`src/hdl/chkvt_pkg.sv`:
```
// Package for the chained hash key/value table.
// Holds the transaction structs, opcode and result codes, hash constants and the
// controller/datapath command and status structs. No dependencies.
package chkvt_pkg;

  localparam logic [1:0] OP_SET    = 2'd0;
  localparam logic [1:0] OP_ADD    = 2'd1;
  localparam logic [1:0] OP_LOOKUP = 2'd2;
  localparam logic [1:0] OP_REMOVE = 2'd3;

  localparam logic [1:0] RC_DONE   = 2'd0;
  localparam logic [1:0] RC_ABSENT = 2'd1;
  localparam logic [1:0] RC_DUP    = 2'd2;
  localparam logic [1:0] RC_FULL   = 2'd3;

  localparam logic [63:0] MIX_C1 = 64'hbf58476d1ce4e5b9;
  localparam logic [63:0] MIX_C2 = 64'h94d049bb133111eb;

  localparam int unsigned LIMIT_W   = 9;
  localparam logic [8:0]  LIMIT_RST = 9'd192;

  // accumulator operations on the registered partial product
  localparam logic [1:0] ACC_NONE = 2'd0;
  localparam logic [1:0] ACC_LOAD = 2'd1;
  localparam logic [1:0] ACC_ADD  = 2'd2;

  // partial product selects
  localparam logic [1:0] PP_LL = 2'd0;
  localparam logic [1:0] PP_HL = 2'd1;
  localparam logic [1:0] PP_LH = 2'd2;

  typedef struct packed {
    logic [1:0]  opcode;
    logic [63:0] key;
    logic [63:0] value;
  } in_item_t;

  typedef struct packed {
    logic [1:0]  result_code;
    logic [63:0] read_value;
  } out_item_t;

  typedef struct packed {
    logic       accept;
    logic       mul_c;
    logic [1:0] mul_sel;
    logic [1:0] acc_op;
    logic       mix2;
    logic       hash;
    logic       head_rd;
    logic       head_ld;
    logic       node_rd;
    logic       node_chk;
    logic       act;
    logic       pop_rd;
    logic       ins;
    logic       clear;
    logic       out_load;
  } cmd_t;

  typedef struct packed {
    logic clr_last;
    logic head_ok;
    logic match;
    logic link_ok;
    logic ins_ok;
    logic fsp_nz;
  } sts_t;

endpackage

```
`src/hdl/chkvt_ctrl.sv`:
```
// Controller state machine for the chained hash key/value table.
// Depends on chkvt_pkg (command and status structs, accumulator codes).
module chkvt_ctrl (
  input  logic             clk,
  input  logic             rst_n,
  input  logic             in_valid,
  output logic             in_stall,
  output logic             out_valid,
  input  logic             out_stall,
  input  chkvt_pkg::sts_t  sts,
  output chkvt_pkg::cmd_t  cmd
);

  localparam logic [3:0] ST_CLEAR = 4'd0;
  localparam logic [3:0] ST_IDLE  = 4'd1;
  localparam logic [3:0] ST_M1    = 4'd2;
  localparam logic [3:0] ST_MIX   = 4'd3;
  localparam logic [3:0] ST_M2    = 4'd4;
  localparam logic [3:0] ST_HASH  = 4'd5;
  localparam logic [3:0] ST_HREAD = 4'd6;
  localparam logic [3:0] ST_HWAIT = 4'd7;
  localparam logic [3:0] ST_NREAD = 4'd8;
  localparam logic [3:0] ST_NCHK  = 4'd9;
  localparam logic [3:0] ST_ACT   = 4'd10;
  localparam logic [3:0] ST_POP   = 4'd11;
  localparam logic [3:0] ST_INS   = 4'd12;
  localparam logic [3:0] ST_OUT   = 4'd13;

  logic [3:0] state_r, state_nxt;
  logic [1:0] mc_r, mc_nxt;
  logic       out_valid_r, out_valid_nxt;

  always_comb begin
    state_nxt     = state_r;
    mc_nxt        = mc_r;
    out_valid_nxt = out_valid_r && out_stall;
    cmd           = '0;
    unique case (state_r)
      ST_CLEAR: begin
        cmd.clear = 1'b1;
        if (sts.clr_last) state_nxt = ST_IDLE;
      end
      ST_IDLE: begin
        if (in_valid) begin
          cmd.accept = 1'b1;
          mc_nxt     = 2'd0;
          state_nxt  = ST_M1;
        end
      end
      ST_M1, ST_M2: begin
        // issue one partial product a cycle, fold the previous one in
        cmd.mul_c   = (state_r == ST_M2);
        cmd.mul_sel = mc_r;
        cmd.acc_op  = (mc_r == 2'd0) ? chkvt_pkg::ACC_NONE :
                      (mc_r == 2'd1) ? chkvt_pkg::ACC_LOAD : chkvt_pkg::ACC_ADD;
        mc_nxt      = mc_r + 2'd1;
        if (mc_r == 2'd3) state_nxt = (state_r == ST_M1) ? ST_MIX : ST_HASH;
      end
      ST_MIX: begin
        cmd.mix2  = 1'b1;
        mc_nxt    = 2'd0;
        state_nxt = ST_M2;
      end
      ST_HASH: begin
        cmd.hash  = 1'b1;
        state_nxt = ST_HREAD;
      end
      ST_HREAD: begin
        cmd.head_rd = 1'b1;
        state_nxt   = ST_HWAIT;
      end
      ST_HWAIT: begin
        cmd.head_ld = 1'b1;
        state_nxt   = sts.head_ok ? ST_NREAD : ST_ACT;
      end
      ST_NREAD: begin
        cmd.node_rd = 1'b1;
        state_nxt   = ST_NCHK;
      end
      ST_NCHK: begin
        cmd.node_chk = 1'b1;
        if (sts.match)        state_nxt = ST_ACT;
        else if (sts.link_ok) state_nxt = ST_NREAD;
        else                  state_nxt = ST_ACT;
      end
      ST_ACT: begin
        cmd.act = 1'b1;
        if (sts.ins_ok) state_nxt = sts.fsp_nz ? ST_POP : ST_INS;
        else            state_nxt = ST_OUT;
      end
      ST_POP: begin
        cmd.pop_rd = 1'b1;
        state_nxt  = ST_INS;
      end
      ST_INS: begin
        cmd.ins   = 1'b1;
        state_nxt = ST_OUT;
      end
      ST_OUT: begin
        // hand over only once the output register is free
        if (!out_valid_r || !out_stall) begin
          cmd.out_load  = 1'b1;
          out_valid_nxt = 1'b1;
          state_nxt     = ST_IDLE;
        end
      end
      default: state_nxt = ST_CLEAR;
    endcase
  end

  always_ff @(posedge clk) begin
    if (!rst_n) begin
      state_r     <= ST_CLEAR;
      mc_r        <= 2'd0;
      out_valid_r <= 1'b0;
    end else begin
      state_r     <= state_nxt;
      mc_r        <= mc_nxt;
      out_valid_r <= out_valid_nxt;
    end
  end

  assign in_stall  = (state_r != ST_IDLE);
  assign out_valid = out_valid_r;

endmodule

```
`config.mk`:
```
export PLATFORM = sky130hd
export DESIGN_NAME = chkvt_ctrl
export DESIGN_NICKNAME = d
export VERILOG_FILES = /design/src/hdl/chkvt_pkg.sv /design/src/hdl/chkvt_ctrl.sv
export SDC_FILE = /design/constraint.sdc
export NUM_CORES = 1
export LEC_CHECK = 0
export ABC_AREA = 1
export BUFFER_PORTS_ARGS = -buffer_cell sky130_fd_sc_hd__buf_2
export CORE_MARGIN = 5
export CORE_UTILIZATION = 35
export CTS_BUF_LIST = sky130_fd_sc_hd__clkbuf_4
export DETAILED_ROUTE_END_ITERATION = 7
export PLACE_DENSITY = 0.65
export SLEW_MARGIN = 20
export SYNTH_ARGS = -nofsm -noshare
export SYNTH_HDL_FRONTEND = slang
export SYNTH_SLANG_ARGS = --single-unit
```
`constraint.sdc`:
```
create_clock -name clk -period 1.1 [get_ports clk]
set_input_delay 0.165 -clock clk [delete_from_list [all_inputs] [get_ports clk]]
set_output_delay 0.165 -clock clk [all_outputs]
set_load 0.01 [all_outputs]
```
==> results of run 1 <==
==> cell families (layout without fill, tap and decap cells) <==
logic type,count (synthesis),count (layout)
AND/OR/NAND/NOR,67,67
AO/OA/AOI/OAI,13,13
buffers and inverters,21,85
adder cells (fa/ha/maj),3,3
flip-flops,7,7
==> state kept, by name (all words and copies together), names as in the netlist <==
name	flops
state_r	4
mc_r	2
out_valid	1
==> repair_timing <==
| item | CTS | global route |
|---|---|---|
| endpoints found under the setup margin | 24 | 25 |
| pin swaps | 14 | 11 |
| gates resized for setup | 45 | 24 |
| endpoints found under the hold margin | 0 | 0 |
| setup buffers | 14 | 4 |
==> final cells by class <==
class | instances | area, um2 | share of cell area
Clock buffer | 4 | 30.0 | 0.0221
Inverter | 21 | 88.8 | 0.0654
Multi-Input combinational cell | 83 | 608 | 0.448
Sequential cell | 7 | 156 | 0.115
Tap cell | 25 | 31.3 | 0.0230
Timing Repair Buffer | 60 | 444 | 0.327
==> worst min-delay path, cell delays in order <==
cell and delay (ns):
buf_2 0.11, o21ai_0 0.06, a21oi_1 0.05
==> placed cells by master, fill, tap and decap left out <==
master,Yosys,routed
inv_4,0,4
nand3_4,0,2
dfxtp_2,0,1
ha_1,3,1
nand2_1,29,17
o21ai_1,0,2
nand3_2,2,4
nand4_1,1,1
inv_1,20,15
buf_2,0,25
ha_2,0,2
dfxtp_4,0,4
o21ai_0,4,2
nand2_2,4,10
a311oi_4,0,1
inv_2,1,2
nor2_1,20,9
nand3b_1,1,1
a21oi_1,6,4
o22ai_1,1,1
nand2_4,0,6
nand3_1,5,1
a21oi_2,1,3
nor3_4,0,1
buf_6,0,15
nor2_4,1,7
buf_4,0,20
dfxtp_1,7,2
nor2_2,3,8
clkbuf_4,0,4
==> worst max path at each step <==
stage	slack [ns]	start	to	cells past startpoint
finish	-0.31	state_r[1]	cmd[12]	7
global route	-0.39	state_r[1]	cmd[12]	7
CTS	-0.29	state_r[2]	cmd[12]	7
detailed placement	-0.16	state_r[2]	cmd[12]	7
global placement	-0.14	state_r[2]	cmd[12]	7
floorplan	-0.01	state_r[0]	state_r[1]	8
==> layer usage <==
| metal | part of all wire | global-route usage | vias to the layer above |
|---|---|---|---|
| li1 | - | - | 473 |
| met1 | 0.42 | 0.227 | 456 |
| met2 | 0.51 | 0.362 | 33 |
| met3 | 0.036 | 0.0142 | 10 |
| met4 | 0.031 | 0.0936 | 0 |
| met5 | 0 | 0 | - |
==> where the power goes <==
part	internal (mW)	total, mW	switching [mW]
Combinational	0.923	2.03	1.10
Clock	0.162	0.249	0.0862
Sequential	0.336	0.464	0.128
Total	1.42	2.74	1.32
==> summary.md, run 1 <==
| Metric | Value |
|---|---|
| Num ports | `29` |
| Min-Delay Endpoint | `mc_r[0]` |
| Crit path capture type | `output port` |
| Vias | `about 1000` |
| Initial Utilization | `0.367` |
| EDFF count, synth | `0` |
| Slowest stage delay, CP | `roughly 0.4 ns` |
| Share of post-route cells with drive strength above 1 | `0.680` |
| H-tree depth | `1` |
| DIE HEIGHT | `52.5 um` |
| Final WL | `2830 um` |
| Minimum clock period | `1.41 ns` |
| WHS Path Cells | `3` |
| Yosys reg bits | `7` |
| Final Hold Vio Count | `0` |
| Pre-CTS setup slack | `-0.157 ns` |
| Failing checks | `negative setup slack` |
| Worst skew pair latency | `0.24 ns` |
| Mux contribution to synthesized area | `0` |
| Worst vdd rail ir drop | `around 0.0012 V` |
| Count of input and output buffers | `28` |
| Diodes inserted | `0` |
| Slew Limit Fails | `0` |
| Worst Path Arrival | `1.25 ns` |
| Seq/Total Area, Yosys | `0.221` |
| Placed inst area | `947 um2` |
| Simple-gate area share of the yosys netlist | `0.478` |
| Worst Path Max Fanout | `5` |
| Post-synth top flop | `dfxtp_1` |
| Largest area contributor in the netlist | `dfxtp_1` |
| Worst reg-to-reg setup slack | `-0.22 ns` |
| Gr ovfl total | `0` |
| Rows | `15` |
| Hold crit path type | `in2reg` |
| Tot Pwr | `approximately 2.7 mW` |
| DRC viols | `0` |
| Crit path max-delay family | `flip-flops` |
| DP Cell Count | `178` |
| # setup viols final | `24` |
| Slew @ Worst Pin | `approximately 0.27 ns` |
| Placer Congestion | `0.880` |
| First-pass GRT wire length | `a little over 4000 um` |
| Synth top area cells | `dfxtp_1 22%, nand2_1 17%, inv_1 12%, nor2_1 12%, ha_1 5.9%` |
| Top cells by count, synth | `29 x nand2_1, 20 x inv_1, 20 x nor2_1` |
| Syn nets | `124` |
| Combinational family with the most area after synthesis | `simple AND/OR/NAND/NOR gates` |
| Initial antenna violation count | `0` |
| CTS clk-pin slew, worst paths | `0.05 ns` |
| Area fraction of the dominant cell type after synthesis | `0.221` |
| Hold slack final | `0.186 ns` |
| Synth async-reset ratio | `0` |
| Chip width | `52.5 um` |
| Gr usage total | `0.197` |
| Fmax | `between 700 and 800 MHz` |
| Tcrit/Tclk final | `1.28` |
| Routed len/inst | `14.1 um` |
| Startpoint Class | `flip-flop` |
| Vias/cell | `4.86` |
| Filler cells | `120` |
| Number of global-route vias before repair | `around 930` |
| Cell leakage power | `0.695 nW` |
| CTS Buf Count | `3` |
| Xor/xnor share of the synthesized area | `0` |
| Crit Reg-Reg Endpoint | `state_r[0]` |
| TritonCTS clock tree | `built` |
| Final WS setup | `-0.311 ns` |
| Synth Area in Adders | `0.0593` |
| Largest net degree at the start of global routing | `7` |
| Avg Synthesized Cell Area | `approximately 5.7 um2` |
| Critical Path RT | `around 0.94 ns` |
| Synth Warn # | `0` |
| Core area | `1730 um2` |
| Die Area | `2760 um2` |
| Area Overhead vs Synth | `115%` |
| DR iter-0 viols | `27` |
| # hold bufs at CTS | `0` |
| Clk Tree Root Cell | `clkbuf_4` |
| Initial DRT Pass Iterations | `4` |
| RSZ-0062 raised after global routing | `yes` |
| Synth Cell Area | `633 um2` |
| R2R cell count | `7` |
| Worst path slowest cell | `dfxtp_4` |
| Status | `finished, violations left` |
| Power per cell area | `slightly above 2000 nW/um2` |
| Worst r2r src | `state_r[0]` |
| Most frequent cell after synthesis | `nand2_1` |
| Slew margin rel. | `0.823` |
| Nets | `189` |
| TNS Setup | `-5.53 ns` |
| WP buf/inv | `3` |
| HPWL Detailed | `1610 um` |
| Final core utilization | `0.787` |
| Critical Path, Cell by Cell | `inv_4, nor2_2, nand2_1, nand2_2, inv_4, nor3_4, buf_2` |
| Setup Skew | `0.00382 ns` |
| Num Clock Sinks | `7` |
| Post-route ant nets | `0` |
| Fin area | `1360 um2` |
| Worst hold path startpoint | `rst_n` |
| Most common cell on crit path | `inv_4` |
| Clk buf depth | `2` |
| Synth Area in Compound Gates | `0.117` |
| Final Instance Count excl. Fillers | `200` |
| Count of different cell masters after synthesis | `19` |
| Max-Cap Viols | `0` |
| Setup CP Type | `reg2out` |
| Gate count of the mapped netlist | `111` |
Power figures use the tool's default switching activity.
==> run 2, diff against run 1 <==
--- a/config.mk
+++ b/config.mk
@@ -5,13 +5,13 @@
 export SDC_FILE = /design/constraint.sdc
 export NUM_CORES = 1
 export LEC_CHECK = 0
-export ABC_AREA = 1
+export ABC_AREA = 0
 export BUFFER_PORTS_ARGS = -buffer_cell sky130_fd_sc_hd__buf_2
 export CORE_MARGIN = 5
 export CORE_UTILIZATION = 35
 export CTS_BUF_LIST = sky130_fd_sc_hd__clkbuf_4
 export DETAILED_ROUTE_END_ITERATION = 7
-export PLACE_DENSITY = 0.65
+export PLACE_DENSITY = 0.66
 export SLEW_MARGIN = 20
 export SYNTH_ARGS = -nofsm -noshare
 export SYNTH_HDL_FRONTEND = slang
==> run 2 against run 1 <==
The run still ends with negative setup slack left. Sequential share of layout area grew 0.62 points. Register-to-register slack got worse by 0.31 ns. Core utilization fell by 6.6 points. Die area fell by 2.6%. Power shrank 19%. Clock skew is essentially flat. Worst hold slack improved by 0.031 ns. Synthesized cell count fell by 23%. Via count down 12%. Setup slack worse by 0.24 ns. Largest cell class unchanged. Largest power group unchanged.
==> summary.md, run 2 <==
| Metric | Value |
|---|---|
| Gate count of the mapped netlist | `between 80 and 90` |
| Num Clock Sinks | `7` |
| Seq/Total Area, Yosys | `0.229` |
| Crit path capture type | `output port` |
| P_int | `approximately 1.3 mW` |
| Clk network pwr share | `0.121` |
| Die Area | `2690 um2` |
| DIE HEIGHT | `51.9 um` |
| Switching share of power | `0.412` |
| Final WS setup | `-0.552 ns` |
| Synth Warn # | `0` |
| Num ports | `29` |
| Final Hold Vio Count | `0` |
| Synth Cell Area | `a little over 600 um2` |
| Max-Cap Viols | `0` |
| DRC viols | `0` |
| Worst vdd rail ir drop | `approximately 0.0014 V` |
| Clk Tree Root Cell | `clkbuf_4` |
| H-tree depth | `1` |
| Post-synth top flop | `dfxtp_1` |
| Tot Pwr | `2.23 mW` |
| Worst Path Arrival | `1.49 ns` |
| Routed len/inst | `between 15 and 20 um` |
| Failing checks | `negative setup slack` |
| Share of post-route cells with drive strength above 1 | `0.664` |
| Tcrit/Tclk final | `1.50` |
| Final WL | `2600 um` |
| Placed inst area | `925 um2` |
| Syn nets | `99` |
| Largest register FFs | `4` |
| Number of global-route vias before repair | `863` |
| DP Cell Count | `143` |
| Hold crit path type | `in2reg` |
| Top cells by count, synth | `11 x nor2_1, 10 x nand2_1, 7 x dfxtp_1` |
| Vias/cell | `5.38` |
| TritonCTS clock tree | `built` |
| Yosys reg bits | `7` |
| # setup viols final | `25` |
| EDFF count, synth | `0` |
| Sequential share of power | `0.183` |
| Avg Synthesized Cell Area | `7.13 um2` |
| Initial DRT Pass Iterations | `4` |
| Slew margin rel. | `0.832` |
| Most frequent cell after synthesis | `nor2_1` |
| Worst Path Max Fanout | `3` |
| Minimum clock period | `1.65 ns` |
| Final core utilization | `0.721` |
| Synth top area cells | `dfxtp_1 23%, nor2_1 6.7%, ha_1 6.1%, nand2_1 6.1%, nand2b_1 4.1%` |
| Worst skew pair latency | `0.26 ns` |
| Synth async-reset ratio | `0` |
| DR iter-0 viols | `21` |
| Placer Congestion | `0.850` |
| HPWL Detailed | `~1500 um` |
| CTS clk-pin slew, worst paths | `0.05 ns` |
| Fmax | `about 610 MHz` |
| Clk buf depth | `2` |
| Count of input and output buffers | `28` |
| Commonest cells after routing, fill and taps aside | `25 x buf_2, 23 x buf_4, 12 x buf_6` |
| Startpoint Class | `flip-flop` |
| Core area | `1690 um2` |
| Initial Utilization | `0.363` |
| Diodes inserted | `0` |
| Largest net degree at the start of global routing | `18` |
| First-pass GRT wire length | `4100 um` |
| Most common cell after layout, fill and taps aside | `buf_2` |
| Initial antenna violation count | `0` |
| Critical Path RT | `around 0.94 ns` |
| Chip width | `51.9 um` |
| Final Instance Count excl. Fillers | `between 150 and 200` |
| Rows | `15` |
| Setup Skew | `0.00374 ns` |
| Fin area | `1220 um2` |
| Status | `finished, violations left` |
| Gr usage total | `0.205` |
| Cell leakage power | `0.582 nW` |
| Gr ovfl total | `0` |
| Slew @ Worst Pin | `about 0.25 ns` |
| Count of different cell masters after synthesis | `33` |
| Largest reg by FF count | `state_r` |
| RSZ-0062 raised after global routing | `yes` |
| Slew Limit Fails | `0` |
| Vias | `860` |
| CTS Buf Count | `3` |
| Post-route ant nets | `0` |
| Area Overhead vs Synth | `98.6%` |
| Psw | `0.918 mW` |
| Largest area contributor in the netlist | `dfxtp_1` |
| Area fraction of the dominant cell type after synthesis | `0.229` |
| Combinational share of power | `0.696` |
| Setup CP Type | `reg2out` |
| Nets | `157` |
| Power per cell area | `1830 nW/um2` |
## run 2: cells by family (layout without fill, tap and decap cells)
| kind of cell | count (synthesis) | in the layout | synth area share |
|---|---|---|---|
| flops | 7 | 7 | 0.229 |
| simple gates | 44 | 44 | 0.367 |
| mux | 1 | 1 | 0.0163 |
| compound gates | 20 | 20 | 0.237 |
| fa+ha+maj | 3 | 3 | 0.0612 |
| xor+xnor | 1 | 1 | 0.0143 |
| buf+inv | 10 | 67 | 0.0755 |
## run 2: area by class of cell
class / instances / area [um2]
Fill cell: 116 / 472
Tap cell: 17 / 21.3
Sequential cell: 7 / 148
Clock buffer: 4 / 30.0
Timing Repair Buffer: 60 / 433
Multi-Input combinational cell: 69 / 574
Inverter: 3 / 11.3
## run 2: what timing repair did
action / in CTS / in global routing
pin swaps: 10 / 0
resized for setup: 33 / 10
setup buffers: 11 / 2
hold buffers: 0 / 0
setup endpoints to repair: 24 / 25
## run 2: worst paths after layout
path / startpoint / depth (start not counted) / slack, ns / to
max: state_r[2] / 5 / -0.55 / cmd[12]
min: rst_n / 2 / 0.22 / state_r[3]
min reg2reg: mc_r[1] / 2 / 0.55 / mc_r[1]
max reg2reg: state_r[2] / 5 / -0.53 / state_r[1]
## run 2: critical path, cell delays in order (launching register included)
cell     delay, ns
dfxtp_2       0.34
xnor2_2       0.14
or3_4         0.35
buf_6         0.14
nor3_2        0.10
buf_2         0.15
## run 2: metrics by stage
stage / hold WS, ns / TNS [ns] / worst slack (ns)
5_1_grt: 0.218 / -11.64 / -0.578
4_1_cts: 0.198 / -8.99 / -0.504
3_5_place_dp: 0.482 / -3.86 / -0.308
3_3_place_gp: 0.470 / -3.48 / -0.282
2_1_floorplan: 0.376 / -2.50 / -0.392
6_report: 0.217 / -10.36 / -0.552
## run 2: routing by layer
metal / routed length (um) / track usage / vias to the layer above
li1: - / - / 412
met1: 1000 / 0.241 / 410
met5: 0 / 0 / -
met2: 1380 / 0.366 / 33
met4: 51 / 0.0655 / 0
met3: 165 / 0.0430 / 5
## run 2: power groups by stage
stage	registers (mW)	clock network, mW	logic (mW)
after global placement	0.362	0	0.993
final	0.408	0.270	1.55
after CTS	0.379	0.278	1.35
after detailed placement	0.365	0	1.01
after floorplan	0.340	0	0.718
after global routing	0.412	0.295	1.65
==> run 3, diff against run 2 <==
--- a/config.mk
+++ b/config.mk
@@ -9,7 +9,6 @@
 export BUFFER_PORTS_ARGS = -buffer_cell sky130_fd_sc_hd__buf_2
 export CORE_MARGIN = 5
 export CORE_UTILIZATION = 35
-export CTS_BUF_LIST = sky130_fd_sc_hd__clkbuf_4
 export DETAILED_ROUTE_END_ITERATION = 7
 export PLACE_DENSITY = 0.66
 export SLEW_MARGIN = 20
==> run 3 against run 2 <==
Sequential cell count unchanged. Via count unchanged. Wire length down 0.88%. Power down 1.6%. Cell area down 0.31%. Sequential share of layout area about the same. Combinational power about the same. Core utilization down 0.22 points. Critical path depth unchanged. Global-route usage down 0.24 points. First-iteration DRC count unchanged. The run still ends with negative setup slack left. Clock skew up 0.00090 ns. Critical endpoint unchanged.
==> summary.md, run 3 (synthesis gave the netlist of run 2 again) <==
| Metric | Value |
|---|---|
| Status | `finished, violations left` |
| Failing checks | `negative setup slack` |
| Combinational share of power | `0.706` |
| Routed len/inst | `16.1 um` |
| Final core utilization | `0.719` |
| Gr ovfl total | `0` |
| Filler cells | `114` |
| Worst Path Arrival | `1.48 ns` |
| Count of input and output buffers | `28` |
| Setup CP Type | `reg2out` |
| Nets | `157` |
| Worst skew pair latency | `roughly 0.26 ns` |
| Most common cell after layout, fill and taps aside | `buf_2` |
| Power per cell area | `1810 nW/um2` |
| Final WS setup | `-0.544 ns` |
| P_int | `about 1.3 mW` |
| Setup Skew | `0.00463 ns` |
| Psw | `0.908 mW` |
| Initial DRT Pass Iterations | `4` |
| # setup viols final | `25` |
| RSZ-0062 raised after global routing | `yes` |
| CTS Buf Count | `3` |
| Multi-input gate area in the final layout | `574 um2` |
| Diodes inserted | `0` |
| Clk buf depth | `2` |
| DIE HEIGHT | `~52 um` |
| Clk Tree Root Cell | `clkbuf_4` |
| Switching share of power | `0.414` |
| Sequential share of power | `0.185` |
| Rows | `15` |
| Num Clock Sinks | `7` |
| Slew @ Worst Pin | `0.281 ns` |
| DRC viols | `0` |
| First-pass GRT wire length | `4080 um` |
| Clk network pwr share | `0.108` |
| Num ports | `29` |
| Final Hold Vio Count | `0` |
| TritonCTS clock tree | `built` |
| Fmax | `608 MHz` |
| Placer Congestion | `0.850` |
| Hold crit path type | `in2reg` |
| Vias/cell | `5.38` |
| Die Area | `2690 um2` |
| Critical Path RT | `0.94 ns` |
| Worst Path Max Fanout | `3` |
| Hold slack final | `0.225 ns` |
| Share of post-route cells with drive strength above 1 | `0.657` |
| Initial antenna violation count | `0` |
| Startpoint Class | `flip-flop` |
| Final WL | `2580 um` |
| Slew Limit Fails | `0` |
| Largest net degree at the start of global routing | `18` |
| Largest reg by FF count | `state_r` |
| WHS Path Cells | `2` |
| Slew margin rel. | `0.811` |
| HPWL Detailed | `1470 um` |
| Tot Pwr | `between 2 and 2.5 mW` |
| Initial Utilization | `0.363` |
| Core area | `1690 um2` |
| Vias | `860` |
| R2R cell count | `5` |
| Max-Cap Viols | `0` |
| Commonest cells after routing, fill and taps aside | `25 x buf_2, 23 x buf_4, 12 x buf_6` |
| Gr usage total | `0.203` |
| Cell leakage power | `0.578 nW` |
| Crit path capture type | `output port` |
| FF/Latch Area | `148 um2` |
| TNS Setup | `-10.19 ns` |
| Chip width | `51.9 um` |
| Worst vdd rail ir drop | `around 0.0014 V` |
| Area Overhead vs Synth | `98.0%` |
| CTS clk-pin slew, worst paths | `approximately 0.050 ns` |
| Number of global-route vias before repair | `approximately 860` |
| Post-route ant nets | `0` |
| Tcrit/Tclk final | `1.49` |
| Pre-CTS setup slack | `-0.308 ns` |
| Minimum clock period | `1.64 ns` |
| DR iter-0 viols | `21` |
| Largest register FFs | `4` |
| H-tree depth | `1` |
run 3: stage by stage:
step | instance area [um2] | std cells
floorplan | 668 | 86
global placement | 925 | 143
detailed placement | 925 | 143
CTS | 1150 | 158
global route | 1210 | 160
finish | 1210 | 160
run 3: cell type report:
type | instances | area share
multi-input cells | 69 | 0.473
repair buffers | 60 | 0.357
flip-flops and latches | 7 | 0.122
clock buffers | 4 | 0.0216
well taps | 17 | 0.0175
inverters | 3 | 0.00928
run 3: path summary, 6_finish.rpt:
kind | startpoint | end | slack (ns)
worst max-delay path | state_r[2] | cmd[12] | -0.54
worst min-delay path | rst_n | state_r[3] | 0.22
worst max register to register | state_r[2] | state_r[1] | -0.53
worst min register to register | mc_r[1] | mc_r[1] | 0.55
run 3: power groups by stage:
| stage | sequential (mW) | combinational, mW | clock (mW) |
|---|---|---|---|
| after floorplan | 0.340 | 0.718 | 0 |
| after global placement | 0.362 | 0.993 | 0 |
| after detailed placement | 0.365 | 1.01 | 0 |
| after CTS | 0.379 | 1.35 | 0.247 |
| after global routing | 0.413 | 1.65 | 0.264 |
| final | 0.407 | 1.55 | 0.237 |
run 3: critical path: stages, from the launching register on:
cell,delay (ns)
dfxtp_2,0.34
xnor2_2,0.14
or3_4,0.35
buf_6,0.14
nor3_2,0.10
buf_2,0.15
run 3: what timing repair did:
action / in CTS / in global routing
resized for setup: 33 / 10
hold buffers: 0 / 0
buffers inserted: 11 / 2
endpoints found under the setup margin: 24 / 25
pin swaps: 11 / 0
run 3: per-layer routing:
metal,vias up,global-route usage,routed length (um)
li1,411,-,-
met5,-,0,0
met3,2,0.0516,182
met4,0,0.0393,24
met2,37,0.364,1390
met1,410,0.241,983
